--- src/stream_key_substitution_macros.svh ---
// Assertion macros for the key substitution RTL.
// Needs clk and rst_n in scope at the point of use.
`ifndef STREAM_KEY_SUBSTITUTION_MACROS_SVH
`define STREAM_KEY_SUBSTITUTION_MACROS_SVH

// Same-cycle implication, sampled on clk, off during reset.
`define SKS_ASSERT_IMPLY(label, ante, cons, msg) \
    label: assert property (@(posedge clk) disable iff (!rst_n) (ante) |-> (cons)) \
        else $error(msg);

// Next-cycle implication, sampled on clk, off during reset.
`define SKS_ASSERT_NEXT(label, ante, cons, msg) \
    label: assert property (@(posedge clk) disable iff (!rst_n) (ante) |=> (cons)) \
        else $error(msg);

`endif

--- src/sks_pkg.sv ---
// Shared types and constants for the key substitution block.
// No dependencies; the interfaces, sks_out_reg, sks_core and the top level import this package.
package sks_pkg;

    localparam int MAX_KEYS_DEF      = 4;
    localparam int PATTERN_BYTES_DEF = 16;
    localparam int VALUE_BYTES_DEF   = 64;
    localparam int ACTIVE_W          = 3;

    localparam logic [7:0] OPEN_BRACE  = 8'h7B;
    localparam logic [7:0] CLOSE_BRACE = 8'h7D;

    typedef logic [1:0]          action_t;
    typedef logic [7:0]          byte_t;
    typedef logic [1:0]          entry_t;
    typedef logic [5:0]          char_idx_t;
    typedef logic [ACTIVE_W-1:0] active_t;

    localparam action_t ACT_STREAM   = 2'd0;
    localparam action_t ACT_END      = 2'd1;
    localparam action_t ACT_LOAD_PAT = 2'd2;
    localparam action_t ACT_LOAD_VAL = 2'd3;

    // One output byte handed from the sequencer to the output register
    typedef struct packed {
        logic  push;
        byte_t data;
        logic  last;
    } emit_t;

endpackage

--- src/sks_if.sv ---
// Valid/ready channel interfaces for input items and result bytes.
// Depends on sks_pkg for the field types.
interface sks_in_if;
    import sks_pkg::*;

    logic      valid;
    logic      ready;
    action_t   action;
    byte_t     data_byte;
    entry_t    entry_index;
    char_idx_t char_index;
    logic      final_char;

    modport source (
        output valid, action, data_byte, entry_index, char_index, final_char,
        input  ready
    );
    modport sink (
        input  valid, action, data_byte, entry_index, char_index, final_char,
        output ready
    );
endinterface

interface sks_out_if;
    import sks_pkg::*;

    logic  valid;
    logic  ready;
    byte_t out_byte;
    logic  run_end;

    modport source (output valid, out_byte, run_end, input ready);
    modport sink (input valid, out_byte, run_end, output ready);
endinterface

--- src/sks_ram.sv ---
// Generic single-clock RAM: one write port, one read port, registered read.
// No dependencies.
module sks_ram #(
    parameter int WIDTH = 8,
    parameter int DEPTH = 16,
    localparam int AW = (DEPTH > 1) ? $clog2(DEPTH) : 1
) (
    input  logic             clk,
    input  logic             we,
    input  logic [AW-1:0]    waddr,
    input  logic [WIDTH-1:0] wdata,
    input  logic             re,
    input  logic [AW-1:0]    raddr,
    output logic [WIDTH-1:0] rdata
);

    logic [WIDTH-1:0] mem [DEPTH];

    always_ff @(posedge clk)
    begin
        if (we)
        begin
            mem[waddr] <= wdata;
        end
        if (re)
        begin
            rdata <= mem[raddr];
        end
    end

endmodule

--- src/sks_out_reg.sv ---
// Output register stage: holds one result byte until the sink takes it.
// Depends on sks_pkg and sks_if.
module sks_out_reg (
    input  logic            clk,
    input  logic            rst_n,
    input  sks_pkg::emit_t  emit,
    output logic            slot_free,
    sks_out_if.source       result
);
    import sks_pkg::*;

    logic  valid_reg, valid_next;
    byte_t data_reg, data_next;
    logic  last_reg, last_next;

    assign slot_free = !valid_reg || result.ready;

    always_comb
    begin
        valid_next = valid_reg;
        data_next  = data_reg;
        last_next  = last_reg;
        if (emit.push)
        begin
            valid_next = 1'b1;
            data_next  = emit.data;
            last_next  = emit.last;
        end
        else if (result.ready)
        begin
            valid_next = 1'b0;
        end
    end

    always_ff @(posedge clk or negedge rst_n)
    begin
        if (!rst_n)
        begin
            valid_reg <= 1'b0;
        end
        else
        begin
            valid_reg <= valid_next;
        end
    end

    always_ff @(posedge clk)
    begin
        data_reg <= data_next;
        last_reg <= last_next;
    end

    assign result.valid    = valid_reg;
    assign result.out_byte = data_reg;
    assign result.run_end  = last_reg;

endmodule

--- src/sks_core.sv ---
// Match sequencer: candidate tracking, table loads and byte emission.
// Depends on sks_pkg, sks_if and the macro header; drives both RAMs.
`include "stream_key_substitution_macros.svh"

module sks_core #(
    parameter int MAX_KEYS      = sks_pkg::MAX_KEYS_DEF,
    parameter int PATTERN_BYTES = sks_pkg::PATTERN_BYTES_DEF,
    parameter int VALUE_BYTES   = sks_pkg::VALUE_BYTES_DEF,
    localparam int KW     = (MAX_KEYS > 1) ? $clog2(MAX_KEYS) : 1,
    localparam int PAW    = $clog2(PATTERN_BYTES),
    localparam int VDEPTH = MAX_KEYS * VALUE_BYTES,
    localparam int VAW    = (VDEPTH > 1) ? $clog2(VDEPTH) : 1
) (
    input  logic                    clk,
    input  logic                    rst_n,
    input  logic                    cfg_we,
    input  sks_pkg::active_t        cfg_wdata,
    sks_in_if.sink                  item,
    input  logic                    slot_free,
    output sks_pkg::emit_t          emit,
    output logic                    pat_re,
    output logic [PAW-1:0]          pat_raddr,
    output logic                    pat_we,
    output logic [PAW-1:0]          pat_waddr,
    output logic [8*MAX_KEYS-1:0]   pat_wdata,
    input  logic [8*MAX_KEYS-1:0]   pat_rdata,
    output logic                    val_re,
    output logic [VAW-1:0]          val_raddr,
    output logic                    val_we,
    output logic [VAW-1:0]          val_waddr,
    output logic [7:0]              val_wdata,
    input  logic [7:0]              val_rdata
);
    import sks_pkg::*;

    localparam int MW  = $clog2(PATTERN_BYTES + 4);
    localparam int PLW = $clog2(PATTERN_BYTES + 1);
    localparam int VLW = $clog2(VALUE_BYTES + 1);
    localparam int STW = 3;

    localparam logic [STW-1:0] ST_IDLE  = 3'd0;
    localparam logic [STW-1:0] ST_MATCH = 3'd1;
    localparam logic [STW-1:0] ST_PLOAD = 3'd2;
    localparam logic [STW-1:0] ST_PASS  = 3'd3;
    localparam logic [STW-1:0] ST_BRACE = 3'd4;
    localparam logic [STW-1:0] ST_PWR   = 3'd5;
    localparam logic [STW-1:0] ST_VWR   = 3'd6;

    logic [STW-1:0]      state_reg, state_next;
    active_t             active_reg, active_next;
    logic [MW-1:0]       matched_reg, matched_next;
    logic [MAX_KEYS-1:0] mask_reg, mask_next;
    logic [PLW-1:0]      pat_len_reg [MAX_KEYS];
    logic [PLW-1:0]      pat_len_next [MAX_KEYS];
    logic [VLW-1:0]      val_len_reg [MAX_KEYS];
    logic [VLW-1:0]      val_len_next [MAX_KEYS];

    byte_t               byte_reg, byte_next;
    logic [KW-1:0]       entry_reg, entry_next;
    logic [PAW-1:0]      pos_reg, pos_next;
    logic                last_reg, last_next;
    logic [KW-1:0]       key_reg, key_next;
    logic [MW-1:0]       cnt_reg, cnt_next;
    logic [MW-1:0]       plen_reg, plen_next;
    logic                tail_reg, tail_next;
    logic [VLW-1:0]      vcnt_reg, vcnt_next;
    logic [VLW-1:0]      vlen_reg, vlen_next;
    logic [1:0]          brace_reg, brace_next;

    logic                accept;
    logic                load_ok;
    logic [MAX_KEYS-1:0] all_mask;
    logic [MAX_KEYS-1:0] eq;
    logic [MAX_KEYS-1:0] done;
    byte_t               wb [MAX_KEYS];
    logic                full_any;
    logic [KW-1:0]       full_key;
    logic [KW-1:0]       first_key;
    logic [MW-1:0]       cnt_inc;
    logic [VLW-1:0]      vcnt_inc;
    byte_t               walk_byte;

    // RAM row holding pattern position p; braces need no row
    function automatic logic [PAW-1:0] row_of(input logic [MW-1:0] p);
        logic [PAW-1:0] r;
        r = '0;
        if (32'(p) >= 2 && 32'(p) - 2 < PATTERN_BYTES)
        begin
            r = PAW'(32'(p) - 2);
        end
        return r;
    endfunction

    // Byte p of "{{" key "}}"
    function automatic byte_t wrapped_byte(input logic [MW-1:0] p,
                                           input logic [PLW-1:0] len,
                                           input byte_t lane);
        byte_t w;
        if (32'(p) < 2)
        begin
            w = OPEN_BRACE;
        end
        else if (32'(p) < 32'(len) + 2)
        begin
            w = lane;
        end
        else
        begin
            w = CLOSE_BRACE;
        end
        return w;
    endfunction

    function automatic logic [VAW-1:0] val_addr(input logic [KW-1:0] k,
                                                input logic [VLW-1:0] i);
        return VAW'(32'(k) * VALUE_BYTES + 32'(i));
    endfunction

    assign item.ready = (state_reg == ST_IDLE);
    assign accept     = item.valid && item.ready;
    assign load_ok    = (matched_reg == '0) && (32'(item.entry_index) < MAX_KEYS);
    assign cnt_inc    = cnt_reg + MW'(1);
    assign vcnt_inc   = vcnt_reg + VLW'(1);
    assign walk_byte  = wrapped_byte(cnt_reg, pat_len_reg[key_reg],
                                     pat_rdata[{key_reg, 3'b000} +: 8]);

    // Per-key compare against the row read for the current position
    always_comb
    begin
        for (int k = 0; k < MAX_KEYS; k++)
        begin
            all_mask[k] = 32'(k) < 32'(active_reg);
            wb[k]       = wrapped_byte(matched_reg, pat_len_reg[k], pat_rdata[8*k +: 8]);
            eq[k]       = mask_reg[k] && (wb[k] == byte_reg);
            done[k]     = eq[k] && (32'(matched_reg) + 1 == 32'(pat_len_reg[k]) + 4);
        end
    end

    // Lowest completing key wins; prefix is spelled from the lowest candidate
    always_comb
    begin
        full_any  = 1'b0;
        full_key  = '0;
        first_key = '0;
        for (int k = MAX_KEYS - 1; k >= 0; k--)
        begin
            if (done[k])
            begin
                full_any = 1'b1;
                full_key = KW'(k);
            end
            if (mask_reg[k])
            begin
                first_key = KW'(k);
            end
        end
    end

    always_comb
    begin
        state_next   = state_reg;
        active_next  = active_reg;
        matched_next = matched_reg;
        mask_next    = mask_reg;
        pat_len_next = pat_len_reg;
        val_len_next = val_len_reg;
        byte_next    = byte_reg;
        entry_next   = entry_reg;
        pos_next     = pos_reg;
        last_next    = last_reg;
        key_next     = key_reg;
        cnt_next     = cnt_reg;
        plen_next    = plen_reg;
        tail_next    = tail_reg;
        vcnt_next    = vcnt_reg;
        vlen_next    = vlen_reg;
        brace_next   = brace_reg;

        emit         = '0;
        pat_re       = 1'b0;
        pat_raddr    = '0;
        pat_we       = 1'b0;
        pat_waddr    = pos_reg;
        pat_wdata    = pat_rdata;
        val_re       = 1'b0;
        val_raddr    = '0;
        val_we       = 1'b0;
        val_waddr    = '0;
        val_wdata    = item.data_byte;

        case (state_reg)
            ST_IDLE:
            begin
                if (accept)
                begin
                    byte_next  = item.data_byte;
                    entry_next = KW'(item.entry_index);
                    pos_next   = PAW'(item.char_index);
                    last_next  = item.final_char;
                    case (item.action)
                        ACT_STREAM:
                        begin
                            if (matched_reg == '0)
                            begin
                                if (item.data_byte == OPEN_BRACE && all_mask != '0)
                                begin
                                    matched_next = MW'(1);
                                    mask_next    = all_mask;
                                end
                                else
                                begin
                                    state_next = ST_PASS;
                                end
                            end
                            else
                            begin
                                pat_re     = 1'b1;
                                pat_raddr  = row_of(matched_reg);
                                state_next = ST_MATCH;
                            end
                        end
                        ACT_END:
                        begin
                            if (matched_reg != '0)
                            begin
                                plen_next    = matched_reg;
                                key_next     = first_key;
                                tail_next    = 1'b0;
                                cnt_next     = '0;
                                matched_next = '0;
                                mask_next    = '0;
                                pat_re       = 1'b1;
                                pat_raddr    = row_of('0);
                                state_next   = ST_PWR;
                            end
                        end
                        ACT_LOAD_PAT:
                        begin
                            // read-modify-write of one lane of the row
                            if (load_ok && 32'(item.char_index) < PATTERN_BYTES)
                            begin
                                pat_re     = 1'b1;
                                pat_raddr  = PAW'(item.char_index);
                                state_next = ST_PLOAD;
                            end
                        end
                        ACT_LOAD_VAL:
                        begin
                            if (load_ok && 32'(item.char_index) < VALUE_BYTES)
                            begin
                                val_we    = 1'b1;
                                val_waddr = val_addr(KW'(item.entry_index),
                                                     VLW'(item.char_index));
                                if (item.final_char)
                                begin
                                    val_len_next[KW'(item.entry_index)] =
                                        VLW'(32'(item.char_index) + 1);
                                end
                            end
                        end
                        default:
                        begin
                        end
                    endcase
                end
            end

            ST_PLOAD:
            begin
                pat_we = 1'b1;
                for (int k = 0; k < MAX_KEYS; k++)
                begin
                    if (KW'(k) == entry_reg)
                    begin
                        pat_wdata[8*k +: 8] = byte_reg;
                    end
                end
                if (last_reg)
                begin
                    pat_len_next[entry_reg] = PLW'(32'(pos_reg) + 1);
                end
                state_next = ST_IDLE;
            end

            ST_MATCH:
            begin
                if (full_any)
                begin
                    key_next     = full_key;
                    vcnt_next    = '0;
                    vlen_next    = val_len_reg[full_key];
                    matched_next = '0;
                    mask_next    = '0;
                    if (val_len_reg[full_key] != '0)
                    begin
                        val_re     = 1'b1;
                        val_raddr  = val_addr(full_key, '0);
                        state_next = ST_VWR;
                    end
                    else
                    begin
                        state_next = ST_IDLE;
                    end
                end
                else if (eq != '0)
                begin
                    mask_next    = eq;
                    matched_next = matched_reg + MW'(1);
                    state_next   = ST_IDLE;
                end
                else if (32'(matched_reg) == 2 && byte_reg == OPEN_BRACE)
                begin
                    // third brace: drop one, keep two matched; with no key active, emit all three
                    mask_next = all_mask;
                    if (all_mask == '0)
                    begin
                        matched_next = '0;
                        brace_next   = 2'd3;
                    end
                    else
                    begin
                        brace_next = 2'd1;
                    end
                    state_next = ST_BRACE;
                end
                else
                begin
                    plen_next = matched_reg;
                    key_next  = first_key;
                    cnt_next  = '0;
                    pat_re    = 1'b1;
                    pat_raddr = row_of('0);
                    if (byte_reg == OPEN_BRACE && all_mask != '0)
                    begin
                        matched_next = MW'(1);
                        mask_next    = all_mask;
                        tail_next    = 1'b0;
                    end
                    else
                    begin
                        matched_next = '0;
                        mask_next    = '0;
                        tail_next    = 1'b1;
                    end
                    state_next = ST_PWR;
                end
            end

            ST_PASS:
            begin
                if (slot_free)
                begin
                    emit.push  = 1'b1;
                    emit.data  = byte_reg;
                    emit.last  = 1'b1;
                    state_next = ST_IDLE;
                end
            end

            ST_BRACE:
            begin
                if (slot_free)
                begin
                    emit.push  = 1'b1;
                    emit.data  = OPEN_BRACE;
                    emit.last  = (brace_reg == 2'd1);
                    brace_next = brace_reg - 2'd1;
                    if (brace_reg == 2'd1)
                    begin
                        state_next = ST_IDLE;
                    end
                end
            end

            ST_PWR:
            begin
                // next row is fetched as the current byte leaves
                if (slot_free)
                begin
                    emit.push = 1'b1;
                    emit.data = walk_byte;
                    emit.last = (cnt_inc == plen_reg) && !tail_reg;
                    if (cnt_inc == plen_reg)
                    begin
                        state_next = tail_reg ? ST_PASS : ST_IDLE;
                    end
                    else
                    begin
                        cnt_next  = cnt_inc;
                        pat_re    = 1'b1;
                        pat_raddr = row_of(cnt_inc);
                    end
                end
            end

            ST_VWR:
            begin
                if (slot_free)
                begin
                    emit.push = 1'b1;
                    emit.data = val_rdata;
                    emit.last = (vcnt_inc == vlen_reg);
                    if (vcnt_inc == vlen_reg)
                    begin
                        state_next = ST_IDLE;
                    end
                    else
                    begin
                        vcnt_next = vcnt_inc;
                        val_re    = 1'b1;
                        val_raddr = val_addr(key_reg, vcnt_inc);
                    end
                end
            end

            default:
            begin
                state_next = ST_IDLE;
            end
        endcase

        if (cfg_we)
        begin
            active_next = cfg_wdata;
        end
    end

    always_ff @(posedge clk or negedge rst_n)
    begin
        if (!rst_n)
        begin
            state_reg   <= ST_IDLE;
            active_reg  <= '0;
            matched_reg <= '0;
            mask_reg    <= '0;
            for (int k = 0; k < MAX_KEYS; k++)
            begin
                pat_len_reg[k] <= '0;
                val_len_reg[k] <= '0;
            end
        end
        else
        begin
            state_reg   <= state_next;
            active_reg  <= active_next;
            matched_reg <= matched_next;
            mask_reg    <= mask_next;
            pat_len_reg <= pat_len_next;
            val_len_reg <= val_len_next;
        end
    end

    always_ff @(posedge clk)
    begin
        byte_reg  <= byte_next;
        entry_reg <= entry_next;
        pos_reg   <= pos_next;
        last_reg  <= last_next;
        key_reg   <= key_next;
        cnt_reg   <= cnt_next;
        plen_reg  <= plen_next;
        tail_reg  <= tail_next;
        vcnt_reg  <= vcnt_next;
        vlen_reg  <= vlen_next;
        brace_reg <= brace_next;
    end

    `SKS_ASSERT_IMPLY(a_mask_tracks_match, 1'b1,
        (matched_reg == '0) == (mask_reg == '0), "candidate mask out of step with match count")
    `SKS_ASSERT_IMPLY(a_push_into_free_slot, emit.push, slot_free,
        "byte pushed into a full output register")
    `SKS_ASSERT_IMPLY(a_match_bound, 1'b1, 32'(matched_reg) < PATTERN_BYTES + 4,
        "match count beyond longest wrapped pattern")
    `SKS_ASSERT_IMPLY(a_value_count, state_reg == ST_VWR, vcnt_reg < vlen_reg,
        "value walk past its length")
    `SKS_ASSERT_NEXT(a_pattern_rmw, pat_re && state_reg == ST_IDLE && item.action == ACT_LOAD_PAT,
        pat_we, "pattern row read without write-back")

endmodule

--- src/stream_key_substitution.sv ---
// Top level of the streaming key substitution block.
// Depends on sks_pkg, sks_if, sks_ram, sks_out_reg and sks_core.
//
//  channel   interface          role    carries
//  item      sks_in_if.sink     in      action, data_byte, entry_index, char_index, final_char
//  result    sks_out_if.source  out     out_byte, run_end
//  cfg       cfg_we/cfg_wdata   in      active_keys, written on any edge with cfg_we high
//
// Pass-through byte: taken in ST_IDLE, then loaded into the output register from ST_PASS.
// Stream byte while matching: the pattern RAM row is read on acceptance, then compared in ST_MATCH.
// Value or prefix bytes: the next registered RAM read is issued as each byte is pushed.
// Pattern load: row read in ST_IDLE, lane written back in ST_PLOAD; value load: written on acceptance.
// Reset clears match state and all key lengths at once; no clearing pass is run.
// A stalled result sink holds the sequencer; the next item is taken while the last byte waits.
module stream_key_substitution #(
    parameter int MAX_KEYS      = sks_pkg::MAX_KEYS_DEF,
    parameter int PATTERN_BYTES = sks_pkg::PATTERN_BYTES_DEF,
    parameter int VALUE_BYTES   = sks_pkg::VALUE_BYTES_DEF
) (
    input  logic             clk,
    input  logic             rst_n,
    input  logic             cfg_we,
    input  sks_pkg::active_t cfg_wdata,
    sks_in_if.sink           item,
    sks_out_if.source        result
);
    import sks_pkg::*;

    localparam int PAW    = $clog2(PATTERN_BYTES);
    localparam int VDEPTH = MAX_KEYS * VALUE_BYTES;
    localparam int VAW    = (VDEPTH > 1) ? $clog2(VDEPTH) : 1;

    emit_t                 emit;
    logic                  slot_free;
    logic                  pat_re;
    logic [PAW-1:0]        pat_raddr;
    logic                  pat_we;
    logic [PAW-1:0]        pat_waddr;
    logic [8*MAX_KEYS-1:0] pat_wdata;
    logic [8*MAX_KEYS-1:0] pat_rdata;
    logic                  val_re;
    logic [VAW-1:0]        val_raddr;
    logic                  val_we;
    logic [VAW-1:0]        val_waddr;
    logic [7:0]            val_wdata;
    logic [7:0]            val_rdata;

    sks_core #(
        .MAX_KEYS      (MAX_KEYS),
        .PATTERN_BYTES (PATTERN_BYTES),
        .VALUE_BYTES   (VALUE_BYTES)
    ) u_core (
        .clk       (clk),
        .rst_n     (rst_n),
        .cfg_we    (cfg_we),
        .cfg_wdata (cfg_wdata),
        .item      (item),
        .slot_free (slot_free),
        .emit      (emit),
        .pat_re    (pat_re),
        .pat_raddr (pat_raddr),
        .pat_we    (pat_we),
        .pat_waddr (pat_waddr),
        .pat_wdata (pat_wdata),
        .pat_rdata (pat_rdata),
        .val_re    (val_re),
        .val_raddr (val_raddr),
        .val_we    (val_we),
        .val_waddr (val_waddr),
        .val_wdata (val_wdata),
        .val_rdata (val_rdata)
    );

    // One row per pattern position, one byte lane per key
    sks_ram #(
        .WIDTH (8 * MAX_KEYS),
        .DEPTH (PATTERN_BYTES)
    ) u_pat_ram (
        .clk   (clk),
        .we    (pat_we),
        .waddr (pat_waddr),
        .wdata (pat_wdata),
        .re    (pat_re),
        .raddr (pat_raddr),
        .rdata (pat_rdata)
    );

    sks_ram #(
        .WIDTH (8),
        .DEPTH (VDEPTH)
    ) u_val_ram (
        .clk   (clk),
        .we    (val_we),
        .waddr (val_waddr),
        .wdata (val_wdata),
        .re    (val_re),
        .raddr (val_raddr),
        .rdata (val_rdata)
    );

    sks_out_reg u_out (
        .clk       (clk),
        .rst_n     (rst_n),
        .emit      (emit),
        .slot_free (slot_free),
        .result    (result)
    );

endmodule
--- src/flat_wrapper.sv ---
// flat-port wrapper written by rule: the top's interface ports become plain ports
module stream_key_substitution_flat import sks_pkg::*;
#(
    parameter int MAX_KEYS      = sks_pkg::MAX_KEYS_DEF,
    parameter int PATTERN_BYTES = sks_pkg::PATTERN_BYTES_DEF,
    parameter int VALUE_BYTES   = sks_pkg::VALUE_BYTES_DEF
)
  (clk, rst_n, cfg_we, cfg_wdata, item_valid, item_action, item_data_byte, item_entry_index, item_char_index, item_final_char, item_ready, result_valid, result_out_byte, result_run_end, result_ready);
  sks_in_if item_i ();
  sks_out_if result_i ();
  input  logic clk;
  input  logic rst_n;
  input  logic cfg_we;
  input  sks_pkg::active_t cfg_wdata;
  input wire logic [$bits(item_i.valid)-1:0] item_valid;
  input wire logic [$bits(item_i.action)-1:0] item_action;
  input wire logic [$bits(item_i.data_byte)-1:0] item_data_byte;
  input wire logic [$bits(item_i.entry_index)-1:0] item_entry_index;
  input wire logic [$bits(item_i.char_index)-1:0] item_char_index;
  input wire logic [$bits(item_i.final_char)-1:0] item_final_char;
  output wire logic [$bits(item_i.ready)-1:0] item_ready;
  output wire logic [$bits(result_i.valid)-1:0] result_valid;
  output wire logic [$bits(result_i.out_byte)-1:0] result_out_byte;
  output wire logic [$bits(result_i.run_end)-1:0] result_run_end;
  input wire logic [$bits(result_i.ready)-1:0] result_ready;
  assign item_i.valid = item_valid;
  assign item_i.action = item_action;
  assign item_i.data_byte = item_data_byte;
  assign item_i.entry_index = item_entry_index;
  assign item_i.char_index = item_char_index;
  assign item_i.final_char = item_final_char;
  assign item_ready = item_i.ready;
  assign result_valid = result_i.valid;
  assign result_out_byte = result_i.out_byte;
  assign result_run_end = result_i.run_end;
  assign result_i.ready = result_ready;
  stream_key_substitution #(.MAX_KEYS(MAX_KEYS), .PATTERN_BYTES(PATTERN_BYTES), .VALUE_BYTES(VALUE_BYTES)) u_core (.clk(clk), .rst_n(rst_n), .cfg_we(cfg_we), .cfg_wdata(cfg_wdata), .item(item_i), .result(result_i));
endmodule
--- config.mk ---
export PLATFORM = sky130hd
export DESIGN_NAME = stream_key_substitution_flat
export DESIGN_NICKNAME = d
export VERILOG_FILES = /design/src/sks_pkg.sv /design/src/sks_if.sv /design/src/sks_ram.sv /design/src/sks_out_reg.sv /design/src/sks_core.sv /design/src/stream_key_substitution.sv /design/src/flat_wrapper.sv
export VERILOG_INCLUDE_DIRS = /design/src /design/src/src
export SDC_FILE = /design/constraint.sdc
export NUM_CORES = 2
export LEC_CHECK = 0
export ABC_CLOCK_PERIOD_IN_PS = 4200
export BUFFER_PORTS_ARGS = -buffer_cell sky130_fd_sc_hd__buf_2
export CAP_MARGIN = 0
export CORE_MARGIN = 1
export CORE_UTILIZATION = 47
export CTS_BUF_LIST = sky130_fd_sc_hd__clkbuf_8 sky130_fd_sc_hd__clkbuf_16
export DETAILED_ROUTE_END_ITERATION = 10
export HOLD_SLACK_MARGIN = 0.03
export PLACE_DENSITY = 0.68
export SLEW_MARGIN = 5
export SYNTH_ARGS = -nofsm -noshare
export SYNTH_HDL_FRONTEND = slang
export SYNTH_SLANG_ARGS = --single-unit
--- constraint.sdc ---
create_clock -name clk -period 4.2 [get_ports clk]
set_input_delay 0.21 -clock clk [delete_from_list [all_inputs] [get_ports clk]]
set_output_delay 0.21 -clock clk [all_outputs]
set_load 0.05 [all_outputs]
==> Yosys cells after proc, flatten, opt, wreduce, memory -nomap -nowiden <==
Memory sizes are Yosys's and may differ from the RTL's. A register that Yosys moved wholly into a read port is not among the register bits.
Cells that the tools add are included.
{ "totals": {"ff_bits": 117, "input_bits": 27, "ram_bits": 2560, "memories": 2, "out_inout_bits": 11} }
{ "memory_table": {"columns": ["name", "depth", "width", "read_ports", "rd_clocked_by_memory_dff", "wr", "line", "text"], "rows": [
  ["u_core.u_val_ram.mem", 256, 8, 1, 1, 1, "sks_ram.sv:17", "logic [WIDTH-1:0] mem [DEPTH];"],
  ["u_core.u_pat_ram.mem", 16, 32, 1, 1, 1, "sks_ram.sv:17", null]
]} }
{ "op_classes": {"bitwise": 4, "n_mux": 169, "shift": 1, "eq_ne": 53, "n_addsub": 20, "n_lt_le_gt_ge": 22, "n_reduce_logical": 47} }
{ "ops": {"columns": ["operator", "n"], "rows": [
  ["2-to-1 mux 8 bit", 22],
  ["2-to-1 mux 5 bit", 24],
  ["equality test 32 x 6 -> 1 bit", 3],
  ["less-than comparator 32 x 5 -> 1 bit (second input constant)", 2],
  ["2-to-1 mux 4 bit", 15],
  ["2-to-1 mux 3 bit", 15],
  ["2-to-1 mux 7 bit", 6],
  ["2-to-1 mux 10 bit", 4],
  ["2-to-1 mux 2 bit", 20],
  ["case mux 10 bit (4 select lines)", 1],
  ["2-to-1 mux 1 bit", 37],
  ["equality test 8 bit", 4],
  ["2-to-1 mux 32 bit", 1],
  ["case mux 4 bit (2 select lines)", 4],
  ["variable part select 32 x 6 -> 8 bit", 1],
  ["adder 5 x 2 -> 6 bit (second input constant)", 5],
  ["less-than comparator 5 x 6 -> 1 bit", 5],
  ["case mux 5 bit (2 select lines)", 3],
  ["bitwise mux 28 bit", 1],
  ["!= test 2 bit (second input constant)", 14],
  ["adder 5 x 3 -> 6 bit (second input constant)", 4],
  ["bitwise mux 20 bit", 1],
  ["logical AND 1 bit", 18],
  ["!= test 3 bit (second input constant)", 6],
  ["other kinds (64)", 100]
]} }

==> Longest topological paths before layout <==
{ "logic_depth": {"word_depth": 19, "mapped_depth": 18, "ltp_nobuf": 17} }

==> Cells and area by module <==
From an unflattened synthesis, not the netlist that was laid out.
{ "unflattened": {"cells_unflattened": 5605, "hier_area_um2": 109089.6} }
{ "by_module_without_submodules": {"columns": ["mod", "seq_area_each_um2", "instances", "cells_per_inst", "area_per_inst_um2"], "rows": [
  ["sks_ram at u_core.u_val_ram", 61739.2, 1, 3733, 79636.4],
  ["sks_ram at u_core.u_pat_ram", 16335.7, 1, 838, 20155.6],
  ["sks_core", 2897.8, 1, 1022, 8979.9],
  ["sks_out_reg", 295.3, 1, 12, 317.8]
]} }

==> Worst setup path after synthesis <==
No wires, ideal clock.
{ "synth_path": {"kind": "reg2reg", "from": "reg u_core.u_core.state_reg[1]", "to": "reg u_core.u_pat_ram.rdata[0] (read register of u_core.u_pat_ram.mem), data pin", "path_buffers": 4, "required_time_ps": 4054, "arrival_ps": 4487, "stages_incl_launch_ff": 13, "synth_period_minus_slack_ps": 4633, "setup_slack_ps": -433, "cell_sequence": "dfrtp_1 -> clkbuf_1 -> nor3_1 -> and2_1 -> o21ai_0 -> o22ai_1 -> clkbuf_1 -> clkbuf_1 -> clkbuf_1 -> nand2_1 -> a311oi_1 -> a31oi_1 -> a21oi_1"} }
{ "synth_between": {"elab_chain_cells": 4} }
{ "synth_rtl": {"columns": ["element", "line", "text"], "rows": [
  ["start: declaration", "sks_core.sv:49", "logic [STW-1:0] state_reg, state_next;"],
  ["start signal: assignment", "sks_core.sv:444", "state_reg <= state_next;"],
  ["logical NOT 3 bit *", "sks_core.sv:119", "assign item.ready = (state_reg == ST_IDLE);"],
  ["named net item_ready", "flat_wrapper.sv:21", "output wire logic [$bits(item_i.ready)-1:0] item_ready;"],
  ["logical AND 1 bit", "sks_core.sv:120", "assign accept = item.valid && item.ready;"],
  ["2-to-1 mux 1 bit / 2-to-1 mux 4 bit (equally long branches)", "sks_core.sv:194", "if (accept)"],
  ["case mux 1 bit (3 select lines) / case mux 4 bit (2 select lines) (equally long branches)", "sks_core.sv:191", "case (state_reg)"],
  ["end: declaration", "sks_ram.sv:14", "output logic [WIDTH-1:0] rdata"]
]} }
Mark *: on every way through the listed nets, which the timed path passes. The rest lies on a longest branch.
A chain may end at the register's enable or synchronous reset.

==> Final worst setup path <==
{ "layout_path": {"from": "reg u_core.u_core.vcnt_reg[0]", "to": "reg u_core.u_val_ram.rdata[6] (read register of u_core.u_val_ram.mem), data pin"} }
{ "layout_between": {"elab_chain_cells": 5} }
{ "layout_rtl": {"columns": ["element", "line", "text"], "rows": [
  ["start: declaration", "sks_core.sv:66", "logic [VLW-1:0] vcnt_reg, vcnt_next;"],
  ["start signal: assignment", "sks_core.sv:463", "vcnt_reg <= vcnt_next;"],
  ["adder 7 x 1 -> 7 bit *", "sks_core.sv:123", "assign vcnt_inc = vcnt_reg + VLW'(1);"],
  ["adder 8 x 7 -> 8 bit / equality test 7 bit (equally long branches)", "sks_core.sv:116, sks_core.sv:403", null],
  ["2-to-1 mux 8 bit / 2-to-1 mux 1 bit (equally long branches)", "sks_core.sv:403", "if (vcnt_inc == vlen_reg)"],
  ["2-to-1 mux 8 bit / 2-to-1 mux 1 bit (equally long branches)", "sks_core.sv:398", "if (slot_free)"],
  ["case mux 8 bit (2 select lines) / case mux 1 bit (2 select lines) (equally long branches)", "sks_core.sv:191", null],
  ["end: declaration", "sks_ram.sv:14", null]
]} }
Every way passes the cells marked *; elsewhere a longest branch is shown, timed or not.

==> impl_metrics.toml <==
[final_layout]
final_common_cell = "edfxtp_1"
drive_above_1_share = 0.1708
top_register = "u_core.u_val_ram.mem"
syn_to_final_growth_pct = 18.15
top_regs = "u_core.u_val_ram.mem x2048, u_core.u_pat_ram.mem x512, u_core.u_pat_ram.rdata x32"
finalInstanceArea_um2 = 131500
final_cell_mix = "2653 x edfxtp_1, 1309 x nand2_1, 771 x buf_4"
fin_util = 0.5588
largest_register_ffs = 2048
fin_nets = 8827

[power]
combPwrFrac = 0.170
max-vdd-ir-drop_mv = 0.5739
p_int_uw = 49080
p_sw_frac = 0.2703
clock_power_share = 0.355
p_leak_uw = 0.04507
p_sw_uw = 18180
powerDensity_nw_per_um2 = 511.4
pwr-share-seq = 0.475

[sta]
fin_worst_skew_ps = 78.82
setup_viol = 48
fin_crit_ps = 4698
tns_ps = -5234
slew_viol_final = 0
worst_slack_ps = -497.9
relSlewSlack = 0.2099
whs_ps = 130.5
worstMarginPinSlew_ps = 1185
fmax_mhz = 212.9
min_period_over_period = 1.119
hold_violations = 0
grt_setup_unrepaired = "yes"

[floorplan]
fp.dieW_um = 488.7
num_rows = 178
die_h_um = 488.7
design.die.area_um2 = 238800
initial_utilization = 0.4729
io_pins = 38
core_um2 = 235400

[critical_path]
required_ps = 4960
cp_max_fo = 11
cp_slowest_cell = "nor2_4"
rrSetupSlack_ps = -500
path_class = "register to register"
crit_arrival_ps = 5460
critPathBufInv = 5
path_cells = "ha_1 -> buf_4 -> nand2_1 -> nor2_1 -> xor3_1 -> buf_4 -> o31ai_4 -> buf_12 -> nor2_4 -> buf_12 -> o21ai_0 -> o211ai_1 -> a21oi_1 -> o21ai_0 -> nand4_1 -> o31ai_1 -> buf_4 -> mux2i_1 -> mux2i_1"
start_kind = "register"
cp-end-kind = "register"
cp_common_cell = "buf_4"
crit_family = "compound AO/OA/AOI/OAI gates"
max_stage_delay_ps = 720

[routing]
dr.first_iter.drc_count = 11010
via_count = 76230
wire_per_inst_um = 29.27
routed_wl_um = 353900
antenna_left = 0
vias_per_cell = 6.304
drt-pass1-iter-count = 7
drcViolationCount = 0

[global_routing]
grt_pass1_wl_um = 502700
grt_pass1_vias = 72410
grt_start_max_net_pins = 165
antenna_found_initial = 15
grt_overflow = 0
track_usage = 0.2906

[cts]
htree_levels = 5
worstSkewPairLatency_ps = 920
path_clk_slew_ps = 60
clock_path_buffers = 4
cts_tree = "yes"
root_buffer = "clkbuf_16"
cts_buffers = 286
clock_sinks = 2717

[synthesis]
synth_flop_cell = "edfxtp_1"
synthCells = 8012
syn_area_um2 = 111300
ys_seq_elements = 2717
synth_nets = 8094
async_flop_share = 0.02356
yosysSeqAreaShare = 0.7300
synth_area_per_cell_um2 = 13.90
synth-edff-count = 2653
ys_types = 102
synth_warnings = 0

[placed_design]
dpl_cell_area_um2 = 121900
dpl_worst_slack_ps = -576.2
portBuffers = 37
hpwl_um = 221600
routabilityCongestion = 0.9441

[worst_hold_path]
hold_path_class = "input pin to register"

[status]
violations = "negative setup slack"
status = "finished with violations"

[flow_run]
cap_violations = 0
## repair_timing
action                                 CTS  global route
setup buffers                            9            18
setup endpoints to repair               45            99
endpoints found under the hold margin  408             0
hold buffers                            34             0
pin swaps                                8            13
gates resized for setup                 26            53
gates cloned                             0             5
## logic make-up after synthesis
logic type / count (synthesis) / share of synthesized area
DFF: 2717 / 0.7300
and+or+nand+nor: 2632 / 0.1043
AOI/OAI and AO/OA: 1523 / 0.09029
buffers and inverters: 578 / 0.02005
muxes: 436 / 0.04256
xor gates and xnor gates: 71 / 0.006642
adders and majority gates: 55 / 0.006181
## cell type report
cell class,count,area [um^2]
fill,18350,103900
clock buffer,294,7357
timing repair buffer,977,8995
inverter,44,172.7
multi-input combinational,4719,28480
sequential,2717,81270
clock inverter,183,1303
tap,3150,3941
antenna,7,17.52
## through the flow
stage,cells,total power (uW)
floorplan,8012,37720
global placement,11550,43050
detailed placement,11550,43210
CTS,12060,66790
global route,12090,68940
finish,12090,67260
## worst paths after layout
check                                                       endpoint                                     start  cells past startpoint
max                              u_core.u_val_ram.rdata[6]$_DFFE_PP_   u_core.u_core.vcnt_reg[0]$_SDFFCE_PN0P_                     19
min                          u_core.u_core.active_reg[0]$_DFFE_PN0P_                                    cfg_we                      3
max reg2reg                      u_core.u_val_ram.rdata[6]$_DFFE_PP_   u_core.u_core.vcnt_reg[0]$_SDFFCE_PN0P_                     19
min reg2reg                 u_core.u_core.val_len_reg[2]$_DFFE_PN0P_  u_core.u_core.val_len_reg[2]$_DFFE_PN0P_                      2
max in group asynchronous  u_core.u_core.val_len_reg[23]$_DFFE_PN0P_                                     rst_n                      4
min in group asynchronous    u_core.u_core.active_reg[2]$_DFFE_PN0P_                                     rst_n                      4
## worst register-to-register path: stages, from the launching register on
cell and delay, ps:
edfxtp_1 400, ha_1 240, buf_4 180, nand2_1 60, nor2_1 60, xor3_1 370, buf_4 200, o31ai_4 80
buf_12 150, nor2_4 720, buf_12 220, o21ai_0 100, o211ai_1 290, a21oi_1 80, o21ai_0 470, nand4_1 310
o31ai_1 170, buf_4 210, mux2i_1 100, mux2i_1 180
## cell usage after synthesis, types with 100 or more instances
cell	number	area [um^2]
a21oi_1	370	1852
a311oi_1	100	875.8
a31oi_1	127	794.5
clkbuf_1	411	1543
edfxtp_1	2653	79670
mux2i_1	356	3563
nand2_1	1318	4947
nand3_1	368	1842
nor2_1	431	1618
nor3_1	123	615.6
o211ai_1	118	885.9
o21ai_0	272	1361
o221ai_1	109	954.7
o22ai_1	152	950.9
## power by group through the flow
stage	clock network, uW	registers (uW)	logic (uW)
2_1_floorplan	0	32400	5350
3_3_place_gp	0	32500	10600
3_5_place_dp	0	32500	10700
4_1_cts	24000	31900	10900
6_report	23900	31900	11400
5_1_grt	24900	32000	12000
## layer usage
metal / vias up / share of wire / track usage
met3: 802 / 0.13 / 0.08007
met1: 37870 / 0.38 / 0.3995
met2: 5334 / 0.45 / 0.4415
met5: - / 0.00012 / 0
li1: 32210 / - / -
met4: 6 / 0.040 / 0.1069
No activity file was read; power rests on OpenSTA's default activity.
